## config.mk

```make
export PLATFORM = sky130hd
export DESIGN_NAME = reliable_channel_sequencer_top
export DESIGN_NICKNAME = d
export VERILOG_FILES = /design/src/rcs_pkg.sv /design/src/rcs_engine.sv /design/src/reliable_channel_sequencer_top.sv
export SDC_FILE = /design/constraint.sdc
export NUM_CORES = 1
export LEC_CHECK = 0
export BUFFER_PORTS_ARGS = -buffer_cell sky130_fd_sc_hd__buf_2
export CORE_AREA = 2 2 229 231
export CTS_CLUSTER_DIAMETER = 150
export DETAILED_ROUTE_END_ITERATION = 10
export DIE_AREA = 0 0 231 233
export SLEW_MARGIN = 30
export SYNTH_ARGS = -nofsm -noshare
export SYNTH_HDL_FRONTEND = slang
export SYNTH_SLANG_ARGS = --single-unit
export TNS_END_PERCENT = 50
```

## constraint.sdc

```tcl
create_clock -name clock -period 5.91 [get_ports clock]
set_clock_uncertainty 0.2 [all_clocks]
set_input_delay 1.182 -clock clock [delete_from_list [all_inputs] [get_ports clock]]
set_output_delay 1.182 -clock clock [all_outputs]
set_load 0.03 [all_outputs]
```

## src/rcs_pkg.sv

```systemverilog
// Types and constants shared by the reliable channel sequencer files.
`timescale 1ns / 1ps
`default_nettype none
package rcs_pkg;

   localparam int SEQ_W       = 31;
   localparam int LEN_W       = 11;
   localparam int PKT_W       = 12;
   localparam int SUM_W       = 13;
   localparam int DROP_W      = 31;
   localparam int WORD_W      = 32;
   localparam int REQ_TDATA_W = 88;
   localparam int RSP_TDATA_W = 128;
   localparam int CSR_ADDR_W  = 3;
   localparam int CSR_DATA_W  = 32;
   localparam int TAG_W       = 16;

   localparam logic OP_TRANSMIT = 1'b0;
   localparam logic OP_RECEIVE  = 1'b1;

   localparam logic CSR_IS_SERVER = 1'b0;
   localparam logic CSR_PORT_TAG  = 1'b1;

   localparam logic [SUM_W-1:0] HEADER_BYTES = 13'd8;
   localparam logic [SUM_W-1:0] TAG_BYTES    = 13'd2;

   typedef struct packed {
      logic [WORD_W-1:0] rx_word_two;
      logic [WORD_W-1:0] rx_word_one;
      logic [LEN_W-1:0]  unreliable_length;
      logic              pending_overflow;
      logic [LEN_W-1:0]  pending_length;
   } req_item_type;

   typedef struct packed {
      logic              rx_has_reliable;
      logic [DROP_W-1:0] dropped_count;
      logic [PKT_W-1:0]  packet_length;
      logic              include_unreliable;
      logic              pending_taken;
      logic [LEN_W-1:0]  reliable_bytes;
      logic              include_reliable;
      logic              include_port_tag;
      logic [WORD_W-1:0] tx_word_two;
      logic [WORD_W-1:0] tx_word_one;
      logic              accepted;
   } rsp_item_type;

endpackage
`default_nettype wire

```

## src/rcs_engine.sv

```systemverilog
// Sequence state and per-item header logic of the reliable channel sequencer.
`timescale 1ns / 1ps
`default_nettype none
module rcs_engine
   import rcs_pkg::*;
#(
   parameter int MAX_PACKET_BYTES = 1400
) (
   input  wire logic         clock,
   input  wire logic         reset,
   input  wire logic         fire,
   input  wire logic         opcode,
   input  wire req_item_type item,
   input  wire logic         is_server,
   output rsp_item_type      result
);

   localparam logic [SUM_W-1:0] MaxBytes = SUM_W'(MAX_PACKET_BYTES);

   logic [SEQ_W-1:0] out_seq_ff, out_seq_in;
   logic [SEQ_W-1:0] inc_seq_ff, inc_seq_in;
   logic [SEQ_W-1:0] inc_ack_ff, inc_ack_in;
   logic             inc_rel_ack_ff, inc_rel_ack_in;
   logic             inc_rel_toggle_ff, inc_rel_toggle_in;
   logic             rel_toggle_ff, rel_toggle_in;
   logic [SEQ_W-1:0] last_sent_ff, last_sent_in;
   logic [LEN_W-1:0] rel_len_ff, rel_len_in;

   // transmit side
   logic             resend;
   logic             take;
   logic             send;
   logic [LEN_W-1:0] len_eff;
   logic [SEQ_W-1:0] seq_inc;
   logic [SUM_W-1:0] used;
   logic [SUM_W-1:0] total;
   logic             fit;

   // receive side
   logic [SEQ_W-1:0] rx_seq;
   logic             stale;

   assign resend  = (inc_ack_ff > last_sent_ff) && (inc_rel_ack_ff != rel_toggle_ff);
   assign take    = (rel_len_ff == '0) && (item.pending_length != '0);
   assign send    = resend | take;
   assign len_eff = take ? item.pending_length : rel_len_ff;
   assign seq_inc = out_seq_ff + SEQ_W'(1);
   assign used    = HEADER_BYTES + (is_server ? '0 : TAG_BYTES)
                    + (send ? SUM_W'(len_eff) : '0);
   assign total   = used + SUM_W'(item.unreliable_length);
   assign fit     = total <= MaxBytes;

   assign rx_seq = item.rx_word_one[SEQ_W-1:0];
   assign stale  = rx_seq <= inc_seq_ff;

   always_comb begin
      result            = '0;
      out_seq_in        = out_seq_ff;
      inc_seq_in        = inc_seq_ff;
      inc_ack_in        = inc_ack_ff;
      inc_rel_ack_in    = inc_rel_ack_ff;
      inc_rel_toggle_in = inc_rel_toggle_ff;
      rel_toggle_in     = rel_toggle_ff;
      last_sent_in      = last_sent_ff;
      rel_len_in        = rel_len_ff;
      if (opcode == OP_TRANSMIT) begin
         if (!item.pending_overflow) begin
            result.accepted           = 1'b1;
            result.tx_word_one        = {send, out_seq_ff};
            result.tx_word_two        = {inc_rel_toggle_ff, inc_seq_ff};
            result.include_port_tag   = ~is_server;
            result.include_reliable   = send;
            result.reliable_bytes     = send ? len_eff : '0;
            result.pending_taken      = take;
            result.include_unreliable = fit;
            result.packet_length      = fit ? total[PKT_W-1:0] : used[PKT_W-1:0];
            out_seq_in                = seq_inc;
            rel_len_in                = len_eff;
            rel_toggle_in             = rel_toggle_ff ^ take;
            if (send) begin
               last_sent_in = seq_inc;
            end
         end
      end else begin
         if (!stale) begin
            result.accepted        = 1'b1;
            result.dropped_count   = rx_seq - inc_seq_ff - DROP_W'(1);
            result.rx_has_reliable = item.rx_word_one[WORD_W-1];
            if (item.rx_word_two[WORD_W-1] == rel_toggle_ff) begin
               rel_len_in = '0;
            end
            inc_seq_in        = rx_seq;
            inc_ack_in        = item.rx_word_two[SEQ_W-1:0];
            inc_rel_ack_in    = item.rx_word_two[WORD_W-1];
            inc_rel_toggle_in = inc_rel_toggle_ff ^ item.rx_word_one[WORD_W-1];
         end
      end
   end

   always_ff @(posedge clock) begin
      if (reset) begin
         out_seq_ff        <= SEQ_W'(1);
         inc_seq_ff        <= '0;
         inc_ack_ff        <= '0;
         inc_rel_ack_ff    <= 1'b0;
         inc_rel_toggle_ff <= 1'b0;
         rel_toggle_ff     <= 1'b0;
         last_sent_ff      <= '0;
         rel_len_ff        <= '0;
      end else if (fire) begin
         out_seq_ff        <= out_seq_in;
         inc_seq_ff        <= inc_seq_in;
         inc_ack_ff        <= inc_ack_in;
         inc_rel_ack_ff    <= inc_rel_ack_in;
         inc_rel_toggle_ff <= inc_rel_toggle_in;
         rel_toggle_ff     <= rel_toggle_in;
         last_sent_ff      <= last_sent_in;
         rel_len_ff        <= rel_len_in;
      end
   end

endmodule
`default_nettype wire

```

## src/reliable_channel_sequencer_top.sv

```systemverilog
// Top level of the reliable channel sequencer: stream ports, CSR port, item pipeline.
// Stages: input register, then result register; an accepted item is held in the input
// register, and its result in the result register, where it waits on rsp until taken.
// Throughput: one item per cycle unless rsp stalls; state updates as an item enters the result
// register, and a new item enters while a result waits, as the result register frees when taken.
// Reset (synchronous, active high): empties both stages, outgoing sequence to 1, rest to 0.
`timescale 1ns / 1ps
`default_nettype none
module reliable_channel_sequencer_top
   import rcs_pkg::*;
#(
   parameter int MAX_PACKET_BYTES = 1400
) (
   input  wire logic                   clock,
   input  wire logic                   reset,
   input  wire logic                   req_tvalid,
   output logic                        req_tready,
   // pending_length[10:0], pending_overflow[11], unreliable_length[22:12],
   // rx_word_one[54:23], rx_word_two[86:55], zero[87]
   input  wire logic [REQ_TDATA_W-1:0] req_tdata,
   // opcode[0]
   input  wire logic                   req_tuser,
   output logic                        rsp_tvalid,
   input  wire logic                   rsp_tready,
   // accepted[0], tx_word_one[32:1], tx_word_two[64:33], include_port_tag[65],
   // include_reliable[66], reliable_bytes[77:67], pending_taken[78],
   // include_unreliable[79], packet_length[91:80], dropped_count[122:92],
   // rx_has_reliable[123], zero[127:124]
   output logic [RSP_TDATA_W-1:0]      rsp_tdata,
   input  wire logic                   csr_psel,
   input  wire logic                   csr_penable,
   input  wire logic                   csr_pwrite,
   input  wire logic [CSR_ADDR_W-1:0]  csr_paddr,
   input  wire logic [CSR_DATA_W-1:0]  csr_pwdata,
   output logic [CSR_DATA_W-1:0]       csr_prdata,
   output logic                        csr_pready
);

   localparam int RspBits = $bits(rsp_item_type);

   logic             is_server_ff;
   logic [TAG_W-1:0] port_tag_ff;
   logic             csr_write;

   logic         in_valid_ff;
   logic         opcode_ff;
   req_item_type item_ff;
   logic         out_valid_ff;
   rsp_item_type rsp_item_ff;
   rsp_item_type result;
   logic         out_free;
   logic         fire;

   // configuration
   assign csr_pready = 1'b1;
   assign csr_write  = csr_psel & csr_penable & csr_pwrite & csr_pready;

   always_ff @(posedge clock) begin
      if (reset) begin
         is_server_ff <= 1'b0;
         port_tag_ff  <= '0;
      end else if (csr_write) begin
         case (csr_paddr[2])
            CSR_IS_SERVER: is_server_ff <= csr_pwdata[0];
            CSR_PORT_TAG:  port_tag_ff  <= csr_pwdata[TAG_W-1:0];
            default: ;
         endcase
      end
   end

   always_comb begin
      case (csr_paddr[2])
         CSR_IS_SERVER: csr_prdata = CSR_DATA_W'(is_server_ff);
         CSR_PORT_TAG:  csr_prdata = CSR_DATA_W'(port_tag_ff);
         default:       csr_prdata = '0;
      endcase
   end

   // item pipeline
   assign out_free   = ~out_valid_ff | rsp_tready;
   assign fire       = in_valid_ff & out_free;
   assign req_tready = ~in_valid_ff | out_free;

   always_ff @(posedge clock) begin
      if (reset) begin
         in_valid_ff  <= 1'b0;
         out_valid_ff <= 1'b0;
      end else begin
         if (req_tready) begin
            in_valid_ff <= req_tvalid;
         end
         if (out_free) begin
            out_valid_ff <= in_valid_ff;
         end
      end
   end

   always_ff @(posedge clock) begin
      if (req_tvalid && req_tready) begin
         item_ff   <= req_tdata[$bits(req_item_type)-1:0];
         opcode_ff <= req_tuser;
      end
      if (fire) begin
         rsp_item_ff <= result;
      end
   end

   rcs_engine #(
      .MAX_PACKET_BYTES(MAX_PACKET_BYTES)
   ) u_rcs_engine (
      .clock    (clock),
      .reset    (reset),
      .fire     (fire),
      .opcode   (opcode_ff),
      .item     (item_ff),
      .is_server(is_server_ff),
      .result   (result)
   );

   assign rsp_tvalid = out_valid_ff;
   assign rsp_tdata  = {{(RSP_TDATA_W-RspBits){1'b0}}, rsp_item_ff};

endmodule
`default_nettype wire

```

* Word-level counts from Yosys, hierarchy flattened *
Index checks and enable logic that the tools add are counted.

storage, ports and cells
  bits in registers = 369
  output and inout bits = 163

operators by class
  add/subtract/negate cells = 6
  $lt $le $gt $ge = 3
  equal/unequal tests = 5
  multiplexer cells = 12
  bitwise operators = 16
  reductions and logical operators = 14

operators by type and width
  kind                                                    number
  2-to-1 mux 11 bit                                       6
  case mux 32 bit (2 select lines)                        1
  adder 31 x 1 -> 31 bit (second input constant)          1
  greater-than comparator 31 bit                          1
  <= comparator 31 bit                                    1
  subtractor 31 x 1 -> 31 bit (second input constant)     1
  subtractor 31 bit                                       1
  adder 13 x 11 -> 13 bit                                 1
  adder 13 bit                                            1
  adder 4 x 13 -> 13 bit (first input constant)           1
  <= comparator 13 x 11 -> 1 bit (second input constant)  1
  2-to-1 mux 12 bit                                       1
  logical NOT 11 bit                                      1
  nonzero test 11 bit                                     1
  inverter 1 bit                                          8
  AND reduction 4 bit                                     2
  AND reduction 3 bit                                     2
  inequality test 2 bit (second input constant)           2
  AND reduction 2 bit                                     2
  OR reduction 2 bit                                      2
  AND 1 bit                                               3
  logical AND 1 bit                                       3
  2-to-1 mux 1 bit                                        3
  OR 1 bit                                                3
  6 further kinds                                         7

* Depth between registers and ports, before layout *
  word-level depth = 8
  gate-level depth with buffers = 27

* Hierarchy *
Synthesis repeated with hierarchy kept, for this count alone.

unflattened totals
  cell total of the unflattened synthesis = 1,607
  area total of the unflattened synthesis = 17,376.7 sq um

modules (own cells, without submodules)
  module                          instances  cells each  area an instance (sq um)
  rcs_engine                      1          1,271       9,869.5
  reliable_channel_sequencer_top  1          336         7,507.2

* Worst setup path after synthesis *
OpenSTA, ideal clock, no wires.

  path kind = reg-to-reg
  from = reg u_rcs_engine.last_sent_ff[1]
  to = reg rsp_item_ff, in the netlist rsp_tdata[81] (data pin)
  arrival = 5,306 ps
  data required time = 5,450 ps
  slack = 144 ps
  stages on the path, launching flop included = 27
  buffers on the path = 2
  clock period less this slack = 5,766 ps
  cells stage by stage = dfxtp_1 > inv_1 > ha_1 > nor2b_1 > o21ai_0 > a21oi_1 > o21a_1 > o311ai_0 > and3_1 > clkbuf_1 > clkbuf_1 > nor2_1 > ha_1 > a21oi_1 > o21ai_0 > xor2_1 > nor2_1 > ha_1 > o21a_1 > o31a_1 > o21a_1 > or3_1 > a41oi_1 > o31ai_1 > a31oi_1 > nand2_4 > mux2_4

on the way
  longest elaborated chain between the ends = 8

RTL lines
  element                             RTL line                               text
  from (decl)                         rcs_engine.sv:26                       logic [SEQ_W-1:0] last_sent_ff, last_sent_in;
  from (signal assigned)              rcs_engine.sv:117                      last_sent_ff <= last_sent_in;
  greater-than comparator 31 bit (*)  rcs_engine.sv:43                       assign resend = (inc_ack_ff > last_sent_ff) && (inc_rel_ack_ff != rel_toggle_ff);
  logical AND 1 bit (*)               rcs_engine.sv:43
  OR 1 bit (*)                        rcs_engine.sv:45                       assign send = resend | take;
  2-to-1 mux 11 bit (*)               rcs_engine.sv:49                       + (send ? SUM_W'(len_eff) : '0);
  adder 13 bit (*)                    rcs_engine.sv:49
  adder 13 x 11 -> 13 bit             rcs_engine.sv:50                       assign total = used + SUM_W'(item.unreliable_length);
  <= comparator 13 x 11 -> 1 bit      rcs_engine.sv:51                       assign fit = total <= MaxBytes;
  2-to-1 mux 12 bit (*)               rcs_engine.sv:76                       result.packet_length = fit ? total[PKT_W-1:0] : used[PKT_W-1:0];
  to (signal assigned)                reliable_channel_sequencer_top.sv:104  rsp_item_ff <= result;
  to (decl)                           reliable_channel_sequencer_top.sv:49   rsp_item_type rsp_item_ff;

Mark *: on every way between the ends. The rest lies on a longest branch, timed or not.
A chain may end at the register's enable or synchronous reset.

* Final worst setup path *
  from = reg u_rcs_engine.last_sent_ff[22]
  to = reg rsp_item_ff, in the netlist rsp_tdata[88] (data pin)

Same word-level chain as after synthesis.

==> flow_summary_export.csv <==
group,metric,value,unit
run_status,status,"finished clean",
timing,post-route-period-util,94.7,%
synthesis,synth.area.mux_share,0.835,%
timing,fmax,0.179,GHz
clocking,clk-insertion-delay-late,0.57,ns
placement,place.gp.congestion,0.885,
setup_path,path_common_cell,"buf_4",
synthesis,synth-compound-area-share,11.9,%
synthesis,synth_top_area_share,37.7,%
route,totalWireLength,43400,um
route,drt_iter0_markers,618,
floorplanning,ios,294,
timing,hold_viol,0,
pwr,p_sw,1.81,mW
synthesis,seq_area_frac_synth,56.5,%
synthesis,synth-simple-area-share,15.8,%
route,via_per_inst,4.79,
floorplanning,start_util,32.9,%
route,wl_per_cell,16.6,um
clocking,ctsHoldBuffers,0,
clocking,cts_buffers,43,
synthesis,ys_types,69,
synthesis,synthCells,1627,
placement,place_ws,0.0410,ns
setup_path,cp.required,6.01,ns
timing,period_needed,5.60,ns
floorplanning,core_area,51100,um^2
global_route,grt_util_all_layers,15.7,%
min_path,hp-class,"reg -> reg",
clocking,clock_sinks,368,
pwr,p_leak,7.87,nW
clocking,htree_levels,2,
synthesis,syn_area,16800,um^2
setup_path,worst_path_max_delay_cell,"nor4_4",
synthesis,yosys-top-cells-area,"edfxtp_1 (38%), dfxtp_1 (19%), ha_1 (5.8%)",
clocking,clk_pin_slew_worst_paths,0.06,ns
synthesis,synthArstFlopShare,0,%
synthesis,synth_edf_count,211,
setup_path,rrSetupSlack,0.31,ns
synthesis,yosysWarnings,0,
pwr,p_sw_share,26.5,%
pwr,p_total,6.83,mW
setup_path,critPathTopFamily,"compound AO/OA/AOI/OAI gates",
floorplanning,die_h,233,um
synthesis,ys_seq_elements,368,
floorplanning,num_rows,83,
route,route.detailed.drc,0,
floorplanning,dieWidth,231,um
timing,finalWorstSetupSlack,0.312,ns
finish,nFillCells,5011,
finish,layout.nets,2111,
clocking,cts_tree,"yes",
timing,max_slew.worst_pin.slew,0.928,ns
global_route,grt-ovfl-total,0,
clocking,cts_max_path_buffers,3,
clocking,cts-root-buf,"clkbuf_16",
pwr,pwr-share-clk,41.3,%
setup_path,start_kind,"register",
timing,setup_viol,0,
setup_path,critPathArrivalTime,5.70,ns
synthesis,yosysTopAreaCell,"edfxtp_1",
synthesis,synth_top_family_by_area,"simple AND/OR/NAND/NOR gates",
pwr,power.density,333,nW/um^2
global_route,grt_max_degree,66,
setup_path,crit_path_max_incr_delay,0.39,ns
pwr,seq_power_share,42.4,%
setup_path,end_kind,"register",
placement,port_buffers,253,
global_route,antenna_found_initial,7,
pwr,p_int,5.02,mW
route,via_count,12500,
route,drtPass1Iterations,5,
route,ant_nets,0,
job,drv_cap,0,
timing,drv_slew,0,
global_route,grt_pass1_wl,66200,um
synthesis,synth_flop_cell,"edfxtp_1",
pwr,vdd_drop_max,0.177,mV
global_route,first_global_vias,12200,
setup_path,path_class,"reg -> reg",
pwr,comb_power_share,16.3,%
synthesis,synth_fa_ha_area_share,6.05,%
finish,drive_above_1_share,21.1,%
setup_path,critPathBufInv,5,
finish,synthToLayoutAreaGrowth,22.4,%
placement,hpwlAfterDp,30400,um
synthesis,syn_area_per_cell,10.3,um^2
floorplanning,die_area,53800,um^2
timing,slew_headroom,38.1,%
setup_path,worstPathMaxFanout,6,
synthesis,synth_xor_area_share,4.49,%
-- layout make-up --
cell class,instances,area (um^2),area share (%)
antenna,4,10.0,0.0487
clock buffer,53,1180,5.77
clock inverter,25,314,1.53
inverter,91,347,1.69
multi-input combinational,1100,6750,32.9
sequential,368,9480,46.1
tap,680,851,4.14
timing repair buffer,296,1610,7.84
-- Yosys cell counts, types with 4 or more instances --
master,count
o21ai_0,38
nor2_1,179
a21boi_0,4
a211o_1,5
nand3_1,25
o21bai_1,9
or2_2,5
nor3_1,26
mux2_4,4
nor2b_1,9
and3_1,16
and2_1,49
a21oi_1,165
nand2_1,214
nand4_1,16
o22a_1,10
dfxtp_1,157
nor4_1,5
or3_1,6
xor2_1,45
a21o_1,13
a31oi_1,6
a41oi_1,6
mux2i_1,8
and4_1,5
o21a_1,18
edfxtp_1,211
clkbuf_1,56
buf_4,22
xnor2_1,41
inv_1,91
nand2b_1,7
ha_1,78
a211oi_1,22
buf_1,8
-- worst paths after layout --
| kind | start | end | cells after the start |
|---|---|---|---|
| min reg2reg | port_tag_ff[11] | port_tag_ff[11] | 2 |
| max reg2reg | u_rcs_engine.last_sent_ff[22] | rsp_tdata[88] | 27 |
| min | port_tag_ff[11] | port_tag_ff[11] | 2 |
| max | u_rcs_engine.last_sent_ff[22] | rsp_tdata[88] | 27 |
-- metal layers --
layer | vias to the layer above | GRT usage (%) | part of all wire, %
met4 | 0 | 4.80 | 2.1
li1 | 6182 | - | -
met1 | 5944 | 20.4 | 43
met5 | - | 0 | 0
met3 | 66 | 2.70 | 5.7
met2 | 346 | 26.6 | 49
-- sequential cells by signal, summed over array words and instances (netlist names), 11 cells and up --
register / count
u_rcs_engine.last_sent_ff: 31
u_rcs_engine.inc_seq_ff: 31
port_tag_ff: 16
u_rcs_engine.inc_ack_ff: 31
u_rcs_engine.out_seq_ff: 31
u_rcs_engine.rel_len_ff: 11
item_ff: 87
rsp_tdata: 123
-- cell usage in the layout (no fill, tap or decap), drive strengths merged, types with 9 or more instances in the layout --
cell type | Yosys | final
buf | 31 | 296
nand2 | 216 | 216
edfxtp | 211 | 211
nor2 | 179 | 179
a21oi | 165 | 165
dfxtp | 157 | 157
inv | 91 | 94
ha | 78 | 78
clkbuf | 56 | 53
and2 | 49 | 49
xor2 | 45 | 45
xnor2 | 41 | 41
o21ai | 39 | 39
nor3 | 27 | 27
nand3 | 25 | 25
a211oi | 22 | 22
conb | 2 | 21
o21a | 18 | 18
and3 | 16 | 16
nand4 | 16 | 16
a21o | 13 | 13
clkinv | 0 | 13
o22a | 10 | 10
nor2b | 9 | 9
o21bai | 9 | 9
-- power groups by stage --
stage / combinational [mW] / sequential [mW] / clock (mW)
after CTS: 1.08 / 2.90 / 2.91
after global routing: 1.23 / 2.91 / 2.99
after floorplan: 0.624 / 3.04 / 0
after detailed placement: 1.07 / 2.95 / 0
final: 1.12 / 2.90 / 2.82
after global placement: 1.05 / 2.95 / 0
-- cells by family (layout without fill, tap and decap cells) --
logic type | count (synthesis) | in the layout
compound gates | 323 | 323
xor+xnor | 86 | 86
fa+ha+maj | 80 | 80
buf+inv | 178 | 465
flops | 368 | 368
mux | 12 | 12
other cells | 2 | 25
simple gates | 578 | 578
-- worst register-to-register path, delay by kind of cell (launching register included) --
family                   cells  cell delay, ns
buffers and inverters        5            0.77
multiplexers                 1            0.31
adder cells (fa/ha/maj)      3            0.79
XOR/XNOR                     1            0.14
flip-flops                   1            0.33
AND/OR/NAND/NOR              8            1.34
AO/OA/AOI/OAI                9            1.46
-- timing repair --
action                                  4_1_cts  5_1_grt
hold endpoints to repair                      0        0
resized for setup                             1       17
pin swaps                                     0        8
buffers inserted                              0        2
endpoints found under the setup margin        3       13
-- metrics by stage --
step / util [%] / area [um^2] / cells / hold slack (ns) / setup TNS (ns)
2_1_floorplan: - / 16900 / 1646 / 0.232 / 0
3_3_place_gp: 37.0 / 18900 / 2532 / 0.238 / 0
3_5_place_dp: 37.0 / 18900 / 2532 / 0.245 / 0
4_1_cts: 39.9 / 20400 / 2610 / 0.253 / 0
5_1_grt: 40.2 / 20500 / 2616 / 0.268 / -0.866
6_report: 40.2 / 20500 / 2617 / 0.253 / 0
Power figures use the tool's default switching activity.
